`config.mk`:
```
export PLATFORM = sky130hd
export DESIGN_NAME = rmq_div_lane
export DESIGN_NICKNAME = d
export VERILOG_FILES = /design/src/rtl/rmq_pkg.sv /design/src/rtl/rmq_div_lane.sv
export SDC_FILE = /design/constraint.sdc
export NUM_CORES = 1
export LEC_CHECK = 0
export BUFFER_PORTS_ARGS = -buffer_cell sky130_fd_sc_hd__buf_2
export CAP_MARGIN = 20
export CORE_ASPECT_RATIO = 1.25
export CORE_UTILIZATION = 45
export CTS_BUF_LIST = sky130_fd_sc_hd__clkbuf_4
export DETAILED_ROUTE_END_ITERATION = 16
export GPL_TIMING_DRIVEN = 1
export SLEW_MARGIN = 30
export SYNTH_ARGS = -nofsm -noshare
export SYNTH_HDL_FRONTEND = slang
export SYNTH_SLANG_ARGS = --single-unit
```
`constraint.sdc`:
```
create_clock -name clock -period 3.7 [get_ports clock]
set_input_delay 0.185 -clock clock [delete_from_list [all_inputs] [get_ports clock]]
set_output_delay 0.185 -clock clock [all_outputs]
set_load 0.005 [all_outputs]
```
`src/rtl/rmq_pkg.sv`:
```
`timescale 1ns / 1ps
// ----------------------------------------------------------------------------
// rmq_pkg
// Shared types for the rotation matrix to quaternion core.
// ----------------------------------------------------------------------------
package rmq_pkg;

   typedef enum logic [1:0] {
      PICK_W = 2'd0,
      PICK_X = 2'd1,
      PICK_Y = 2'd2,
      PICK_Z = 2'd3
   } pick_type;

   // per-cycle control shared by every pipeline stage
   typedef struct packed {
      logic advance;
   } stage_ctrl_type;

endpackage

```
`src/rtl/rmq_div_lane.sv`:
```
`timescale 1ns / 1ps
// ----------------------------------------------------------------------------
// rmq_div_lane
// Pipelined restoring divider: (mag * 2^F + s) / (2 * s), one quotient bit
// per stage.
// ----------------------------------------------------------------------------
module rmq_div_lane
   import rmq_pkg::*;
#(
   parameter int DATA_WIDTH = 16,
   parameter int FRAC_BITS  = 14,
   parameter int ROOT_WIDTH = 16
) (
   input  logic                  clock,
   input  stage_ctrl_type        ctrl,
   input  logic [DATA_WIDTH:0]   mag,
   input  logic                  neg,
   input  logic [ROOT_WIDTH-1:0] root,
   output logic [DATA_WIDTH:0]   quo,
   output logic                  quo_neg
);
   localparam int MW = DATA_WIDTH + 1;
   localparam int QW = DATA_WIDTH + 1;
   localparam int NA = ((MW + FRAC_BITS) > ROOT_WIDTH) ? (MW + FRAC_BITS) : ROOT_WIDTH;
   localparam int NN = NA + 1;
   localparam int CW = (NN > (ROOT_WIDTH + 1 + QW)) ? NN : (ROOT_WIDTH + 1 + QW);

   logic [CW-1:0]         rem_ff [QW];
   logic [CW-1:0]         rem_in [QW];
   logic [QW-1:0]         q_ff   [QW];
   logic [QW-1:0]         q_in   [QW];
   logic [ROOT_WIDTH:0]   den_ff [QW];
   logic [ROOT_WIDTH:0]   den_in [QW];
   logic                  neg_ff [QW];
   logic                  neg_in [QW];
   logic [CW-1:0]         rem_src;
   logic [QW-1:0]         q_src;
   logic [CW-1:0]         dsh;

   always_comb begin
      for (int k = 0; k < QW; k++) begin
         if (k == 0) begin
            rem_src   = {{(CW - MW - FRAC_BITS){1'b0}}, mag, {FRAC_BITS{1'b0}}}
                        + {{(CW - ROOT_WIDTH){1'b0}}, root};
            q_src     = '0;
            den_in[k] = {root, 1'b0};
            neg_in[k] = neg;
         end else begin
            rem_src   = rem_ff[k-1];
            q_src     = q_ff[k-1];
            den_in[k] = den_ff[k-1];
            neg_in[k] = neg_ff[k-1];
         end
         dsh = {{(CW - ROOT_WIDTH - 1){1'b0}}, den_in[k]} << (QW - 1 - k);
         if (rem_src >= dsh) begin
            rem_in[k] = rem_src - dsh;
            q_in[k]   = q_src | (QW'(1) << (QW - 1 - k));
         end else begin
            rem_in[k] = rem_src;
            q_in[k]   = q_src;
         end
      end
   end

   always_ff @(posedge clock) begin
      if (ctrl.advance) begin
         for (int k = 0; k < QW; k++) begin
            rem_ff[k] <= rem_in[k];
            q_ff[k]   <= q_in[k];
            den_ff[k] <= den_in[k];
            neg_ff[k] <= neg_in[k];
         end
      end
   end

   assign quo     = q_ff[QW-1];
   assign quo_neg = neg_ff[QW-1];
endmodule

```
Yosys cells after proc, flatten, opt, wreduce, memory -nomap -nowiden
Memories as Yosys holds them, arrays and structs flattened.
Cells that the tools add are included.
- bits in registers: 0
- RAM bits: 1173
- input bits: 36
- output and inout bits: 18
- logic and storage cells: 75
- memories: 4
- add/subtract/negate cells: 18
- order comparisons: 17
- muxes and demuxes: 36
- memory list (memory ; words ; bits a word ; read ports ; clocked after memory_dff ; wr ports ; line ; text):
    rem_ff ; 17 ; 34 ; 16 ; 0 ; 17 ; rmq_div_lane.sv:28 ; logic [CW-1:0] rem_ff [QW];
    den_ff ; 17 ; 17 ; 16 ; 0 ; 17 ; rmq_div_lane.sv:32 ; logic [ROOT_WIDTH:0] den_ff [QW];
    q_ff ; 17 ; 17 ; 17 ; 0 ; 17 ; rmq_div_lane.sv:30 ; logic [QW-1:0] q_ff [QW];
    neg_ff ; 17 ; 1 ; 17 ; 0 ; 17 ; rmq_div_lane.sv:34 ; logic neg_ff [QW];
- operator list (operator ; number):
    $mux 34 ; 17
    $ge 34x17->1 ; 1
    $ge 34x18->1 ; 1
    $ge 34x19->1 ; 1
    $ge 34x20->1 ; 1
    $ge 34x21->1 ; 1
    $ge 34x22->1 ; 1
    $ge 34x23->1 ; 1
    $ge 34x24->1 ; 1
    $ge 34x25->1 ; 1
    $ge 34x26->1 ; 1
    $ge 34x27->1 ; 1
    $ge 34x28->1 ; 1
    $ge 34x29->1 ; 1
    $ge 34x30->1 ; 1
    $ge 34x31->1 ; 1
    $ge 34x32->1 ; 1
    $sub 32x33->34 ; 1
    $sub 34x17->34 ; 1
    $sub 34x18->34 ; 1
    $sub 34x19->34 ; 1
    $sub 34x20->34 ; 1
    $sub 34x21->34 ; 1
    $sub 34x22->34 ; 1
    other kinds (29) ; 31

Longest topological paths before layout
Gate-level depths: netlist (run 1).
- word-level depth: 3
- mapped depth: 16

Worst setup path before layout (run 1)
No wires, ideal clock.
- kind: input -> register
- start point: input port mag[0]
- end point: memory rem_ff[0][25] (netlist bit) (data pin)
- library setup time: 0.260 ns
- data arrival time: 3.783 ns
- data required time: 3.440 ns
- path slack: -0.342 ns
- cell stages on the path: 16
- path through: ha_1 -> fa_1 -> nand3_1 -> xor2_1 -> inv_1 -> ha_1 -> nor2b_1 -> o21ai_0 -> a21boi_0 -> o31ai_1 -> a21oi_1 -> o31ai_1 -> a31o_2 -> clkbuf_1 -> buf_1 -> mux2_2
- RTL lines (element ; line ; text):
    start, declared ; rmq_div_lane.sv:16 ; input logic [DATA_WIDTH:0] mag,
    end, declared ; rmq_div_lane.sv:28 ;

==> results of run 1 <==
[what timing repair did]
item	in CTS	in global routing
endpoints found under the setup margin	0	30
setup buffers	0	2
resized for setup	0	12
hold buffers	73	0
endpoints found under the hold margin	862	0
[final timing paths]
path                    end            from  slack (ns)
max reg2reg  rem_ff[0][467]  rem_ff[0][415]        0.21
max           rem_ff[0][27]        root[15]         0.1
min           rem_ff[0][22]          mag[8]        0.19
min reg2reg    q_ff[0][233]    q_ff[0][216]        0.39
[final cells by class]
class | count | area [sq um] | area share (%)
Timing Repair Buffer | 249 | 2102 | 4.183
Clock buffer | 286 | 2147 | 4.273
Tap cell | 1300 | 1627 | 3.237
Antenna cell | 4 | 10.01 | 0.01992
Clock inverter | 68 | 370.4 | 0.7370
Sequential cell | 824 | 24740 | 49.24
Inverter | 335 | 1257 | 2.502
Multi-Input combinational cell | 2558 | 17990 | 35.81
[cells in the mapped netlist, drive strengths merged (11+ instances only)]
cell	n	share of area, %
a211o	11	0.22
a211oi	26	0.44
a21o	65	1.1
a21oi	238	2.7
a31oi	25	0.35
and2	17	0.24
and3	22	0.31
and4	11	0.22
buf	32	0.43
clkbuf	48	0.41
edfxtp	824	56
fa	17	0.77
ha	272	7.7
inv	335	2.8
mux2	75	1.9
mux2i	11	0.25
nand2	227	1.9
nand2b	44	0.62
nand3	56	0.63
nand3b	14	0.24
nand4	48	0.68
nor2	271	2.3
nor2b	54	0.76
nor3	97	1.1
nor4	59	0.87
nor4b	19	0.38
o211ai	13	0.22
o21a	57	0.97
o21ai	218	2.5
o21bai	15	0.25
o31a	16	0.32
o31ai	34	0.58
or2	27	0.38
or3	46	0.65
or4	23	0.39
xnor2	156	3.1
xor2	173	3.4
[worst max-delay path, cell delays in order]
cell and delay [ns]:
dlygate4sd3_1 0.53, buf_2 0.11, dlygate4sd3_1 0.59, buf_4 0.17, ha_1 0.27, a21o_2 0.20
nand3_1 0.12, nor2_1 0.17, xor2_1 0.28, ha_1 0.33, a21o_1 0.21, a21o_1 0.19
nand3_1 0.08, nand2_1 0.07, o31ai_2 0.22, a31o_2 0.23, buf_12 0.15, mux2_2 0.35
[cell families after synthesis]
kind of cell    share of synthesized area, %
fa+ha+maj                              8.452
compound gates                         11.19
buf+inv                                3.678
xor+xnor                               6.506
simple gates                           12.15
flops                                  55.87
mux                                    2.155
[registers in the layout, indices dropped and copies added (netlist names)]
| register | count |
|---|---|
| den_ff | 110 |
| neg_ff | 17 |
| q_ff | 153 |
| rem_ff | 544 |
[where the power goes]
| part | internal (mW) | leakage, nW | switching (mW) |
|---|---|---|---|
| registers | 13.0 | 7.91 | 1.30 |
| clock network | 3.66 | 1.50 | 3.72 |
| logic | 5.21 | 10.2 | 6.35 |
| total | 21.8 | 19.6 | 11.4 |
[per-stage QoR]
stage	total power, mW	util [%]	setup slack (ns)	instances	cell area, sq um
detailed placement	25.87	48.12	-0.2591	5191	46930
floorplan	22.56	-	0.03959	3797	44300
CTS	33.53	51.46	0.05425	5618	50190
finish	33.21	51.52	0.09757	5624	50250
global placement	25.73	48.12	-0.1689	5191	46930
global route	35.55	51.52	-0.01544	5624	50250
[layer usage]
metal | up-vias | track usage [%] | part of all wire [%]
met1 | 14100 | 18.09 | 35
met5 | - | 0 | 0
met3 | 268 | 3.778 | 3.1
li1 | 14900 | - | -
met4 | 0 | 10.93 | 4.6
met2 | 503 | 39.70 | 58
==> reports/metrics.yaml, run 1 <==
synth_cell_types: 75
cts-buffers-inserted: 205
layout-drive-gt1-share_pct: 14.35
drtAntennaViolNets: 0
synthesis.area_sq_um: 44290
wl_um: 96790
route.detailed.drc: 0
dieArea_sq_um: 99690
min_period_over_period_pct: 97.36
fillers: 8576
total_leakage_power_nw: 19.63
overflow: 0
htreeDepth: 4
ios: 54
worstPathArrival_ns: 4.47
ys_warn_count: 0
finClkSkew_ns: 0.07557
final_common_cell: "edfxtp_1"
place_congestion: 0.9287
antenna_found_initial: 2
async_reset_ff_share_pct: 0
min_period_ns: 3.602
ys_ff_latch: 824
grt_pass1_vias: 30790
nets: 4498
grt_max_degree: 131
viasPerCell: 5.294
hold_violations: 0
wire_per_inst_um: 17.21
drt-pass1-iter-count: 5
syn_inst: 3797
io_buffers: 53
vdd_drop_max_mv: 0.2698
root_buffer: "clkbuf_4"
synth_edf_count: 824
slew_violations: 0
grt_pass1_wl_um: 154300
crit_required_ns: 4.57
worstRegToRegCells: 9
timing.hold.ws_ns: 0.1941
syn_area_per_cell_sq_um: 11.66
insertion_delay_ns: 1.14
area_growth_pct: 13.46
crit_fanout: 14
hold_class: "input port to register"
drt_iter0_drc: 1349
fp.coreArea_sq_um: 97530
vias: 29770
status: "completed"
cap_violations: 0
power_density_nw_per_um2: 660.8
rows: 128
layout_common_cells: "edfxtp_1 (824), inv_1 (334), clkbuf_4 (286)"
setup_viol: 0
fmax_mhz: 277.6
hold_depth: 4
dp_hpwl_um: 72400
clkTransAtPathRegs_ns: 0.07
clock_path_buffers: 3
synth_nets: 4122
clkSinkCount: 824
tightest_slew_ns: 0.8236
cts_tree: "yes"
die_height_um: 352.8
slew_headroom_pct: 44.62
synth-main-ff-cell: "edfxtp_1"
grtUsageTotal_pct: 19.82
fin_setup_tns_ns: 0
die_w_um: 282.6
initial_core_util_pct: 45.41
yosysSeqAreaShare_pct: 55.87
startpoint_type: "input port"
path_class: "input port to register"
cp-end-kind: "register"
No activity file was read; power rests on OpenSTA's default activity.
==> inputs of run 2 (changes only) <==
--- a/config.mk
+++ b/config.mk
@@ -7,11 +7,13 @@
 export LEC_CHECK = 0
 export BUFFER_PORTS_ARGS = -buffer_cell sky130_fd_sc_hd__buf_2
 export CAP_MARGIN = 20
-export CORE_ASPECT_RATIO = 1.25
-export CORE_UTILIZATION = 45
+export CORE_ASPECT_RATIO = 0.9
+export CORE_MARGIN = 5
+export CORE_UTILIZATION = 58
 export CTS_BUF_LIST = sky130_fd_sc_hd__clkbuf_4
 export DETAILED_ROUTE_END_ITERATION = 16
 export GPL_TIMING_DRIVEN = 1
+export PLACE_DENSITY = 0.77
 export SLEW_MARGIN = 30
 export SYNTH_ARGS = -nofsm -noshare
 export SYNTH_HDL_FRONTEND = slang
==> run 2 against run 1 <==
Effect of this change: sequential share of layout area up 0.58 points; flip-flop and latch count unchanged; clock-buffer cell count down 9; global-route usage up 2.2 points; die area down 18%; sequential power about the same; first-iteration DRC count up 72%; critical endpoint is now rem_ff[0][21]; largest power group unchanged.
==> reports/metrics.yaml, run 2 (same netlist as run 1, synthesis figures left out) <==
io_buffers: 53  # unchanged
dieArea_sq_um: 82000  # was 99,690 sq um
initial_core_util_pct: 58.25  # was 45.41%
hold_class: "input port to register"  # unchanged
final_common_cell: "edfxtp_1"  # unchanged
worstRegToRegCells: 9  # unchanged
dp.cells: 4906  # was 5,191
status: "completed"  # unchanged
layout_common_cells: "edfxtp_1 (824), inv_1 (334), clkbuf_4 (277)"  # was edfxtp_1 (824), inv_1 (334), clkbuf_4 (286)
viasPerCell: 5.644  # was 5.294
min_period_over_period_pct: 98.71  # was 97.36%
path_cells: "dlygate4sd3_1 > buf_2 > ha_1 > a21o_1 > buf_4 > nand4_1 > xnor2_1 > dlygate4sd3_1 > ha_1 > nand2_1 > nor2_2 > o21a_1 > o31ai_1 > buf_4 > a21oi_1 > o31ai_2 > a31o_2 > buf_12 > mux2_2"  # was dlygate4sd3_1 > buf_2 > dlygate4sd3_1 > buf_4 > ha_1 > a21o_2 > nand3_1 > nor2_1 > xor2_1 > ha_1 > a21o_1 > a21o_1 > nand3_1 > nand2_1 > o31ai_2 > a31o_2 > buf_12 > mux2_2
root_buffer: "clkbuf_4"  # unchanged
crit_fanout: 14  # unchanged
met3_usage_pct: 4.431  # was 3.778%
layout_setup_ws_ns: 0.04774  # was 0.09757 ns
clock_path_buffers: 3  # unchanged
grt.met1_usage_pct: 26.33  # was 18.09%
clkTransAtPathRegs_ns: 0.06  # was 0.07 ns
grt_max_degree: 131  # unchanged
min-delay-start: "root[1]"  # was mag[8]
drtAntennaViolNets: 0  # unchanged
die_height_um: 272.2  # was 352.8 um
setup.worst_path.start: "mag[1]"  # was root[15]
min_period_ns: 3.652  # was 3.602 ns
finClkSkew_ns: 0.06463  # was 0.07557 ns
wl_um: 90680  # was 96,790 um
use_met2_pct: 38.50  # was 39.70%
slowest_stage: "dlygate4sd3_1"  # unchanged
fp.coreArea_sq_um: 76030  # was 97,530 sq um
htreeDepth: 4  # unchanged
seqCellArea_sq_um: 24740  # unchanged
cp-end-kind: "register"  # unchanged
rows: 96  # was 128
total_leakage_power_nw: 19.49  # was 19.63 nW
fmax_mhz: 273.8  # was 277.6 MHz
fin_setup_tns_ns: 0  # unchanged
place_congestion: 0.9155  # was 0.9287
setup_viol: 0  # unchanged
tightest_slew_ns: 0.7690  # was 0.8236 ns
reg_top3: "rem_ff (544), q_ff (153), den_ff (110)"  # unchanged
area_growth_pct: 12.14  # was 13.46%
fillers: 5758  # was 8,576
vias: 30050  # was 29,770
drt-pass1-iter-count: 5  # unchanged
rsz0062_at_grt: "true"
crit_path_max_incr_delay_ns: 0.58  # was 0.59 ns
r2r-start: "rem_ff[0][415]"  # unchanged
largest-register: "rem_ff"  # unchanged
slew_headroom_pct: 48.30  # was 44.62%
antenna_found_initial: 2  # unchanged
insertion_delay_ns: 1.08  # was 1.14 ns
grt_pass1_wl_um: 145700  # was 154,300 um
ios: 54  # unchanged
multi_input_area_sq_um: 17980  # was 17,990 sq um
hold_violations: 0  # unchanged
route.detailed.drc: 0  # unchanged
vdd_drop_max_mv: 0.3730  # was 0.2698 mV
cap_violations: 0  # unchanged
timing.rr.end: "rem_ff[0][469]"  # was rem_ff[0][467]
die_w_um: 301.3  # was 282.6 um
pre_cts_slack_ns: -0.07130  # was -0.2591 ns
cts-buffers-inserted: 204  # was 205
drt_iter0_drc: 2322  # was 1,349
crit_required_ns: 4.49  # was 4.57 ns
wire_per_inst_um: 17.03  # was 17.21 um
worstPathArrival_ns: 4.45  # was 4.47 ns
power_density_nw_per_um2: 663.4  # was 660.8 nW/um^2
timing.hold.ws_ns: 0.2138  # was 0.1941 ns
crit_end: "rem_ff[0][21]"  # was rem_ff[0][27]
clkSinkCount: 824  # unchanged
slew_violations: 0  # unchanged
overflow: 0  # unchanged
reg2reg_slack_ns: 0.21  # about the same
nets: 4474  # was 4,498
dp_hpwl_um: 66500  # was 72,400 um
busiest_layer: "met2"  # unchanged
cts_tree: "yes"  # unchanged
final_cell_count_no_fill: 5324  # was 5,624
layout-drive-gt1-share_pct: 13.70  # was 14.35%
path_class: "input port to register"  # unchanged
largest_register_ffs: 544  # unchanged
grtUsageTotal_pct: 22.04  # was 19.82%
startpoint_type: "input port"  # unchanged
grt_pass1_vias: 29750  # was 30,790
==> run 2: timing repair <==
item,4_1_cts,5_1_grt
hold endpoints to repair,735,0
setup endpoints to repair,0,19
hold buffers,66,0
gates resized for setup,0,7
buffers inserted,0,0
==> run 2: worst min path at each step <==
stage / end / slack (ns) / depth (start not counted)
floorplan: den_ff[0][15] / 0.28 / 0
detailed placement: neg_ff[0][0] / 0.38 / 1
CTS: rem_ff[0][15] / 0.04 / 3
finish: rem_ff[0][18] / 0.21 / 4
global placement: neg_ff[0][0] / 0.38 / 1
global route: rem_ff[0][15] / 0.16 / 3
==> run 2: power by group <==
group / internal, mW / switching, mW
clock network: 3.62 / 3.58
logic: 5.19 / 6.29
registers: 13.0 / 1.31
==> run 2: layout make-up <==
class                           instances  share of cell area (%)
Antenna cell                            4                 0.02015
Sequential cell                       824                   49.82
Tap cell                             1029                   2.592
Clock inverter                         71                  0.7784
Inverter                              335                   2.532
Timing Repair Buffer                  226                   3.879
Multi-Input combinational cell       2558                   36.20
Clock buffer                          277                   4.187
==> run 2: routing by layer <==
layer	share of wire, %	vias up
met3	5.2	225
met1	41	14160
met2	50	791
met4	3.9	0
li1	-	14870
met5	0	-
==> run 2: stage by stage <==
step / utilization, % / power [mW] / instance area, sq um
6_report: 65.33 / 32.95 / 49670
3_3_place_gp: 61.18 / 25.37 / 46510
2_1_floorplan: - / 22.56 / 44300
5_1_grt: 65.32 / 35.19 / 49670
3_5_place_dp: 61.18 / 25.64 / 46510
4_1_cts: 65.29 / 33.08 / 49640
==> run 2: critical path: cells and delay by family <==
| family | cells | cell delay [ns] |
|---|---|---|
| buffers and inverters | 6 | 1.74 |
| AO/OA/AOI/OAI | 6 | 0.98 |
| adder cells (fa/ha/maj) | 2 | 0.69 |
| AND/OR/NAND/NOR | 3 | 0.42 |
| multiplexers | 1 | 0.27 |
| XOR/XNOR | 1 | 0.14 |
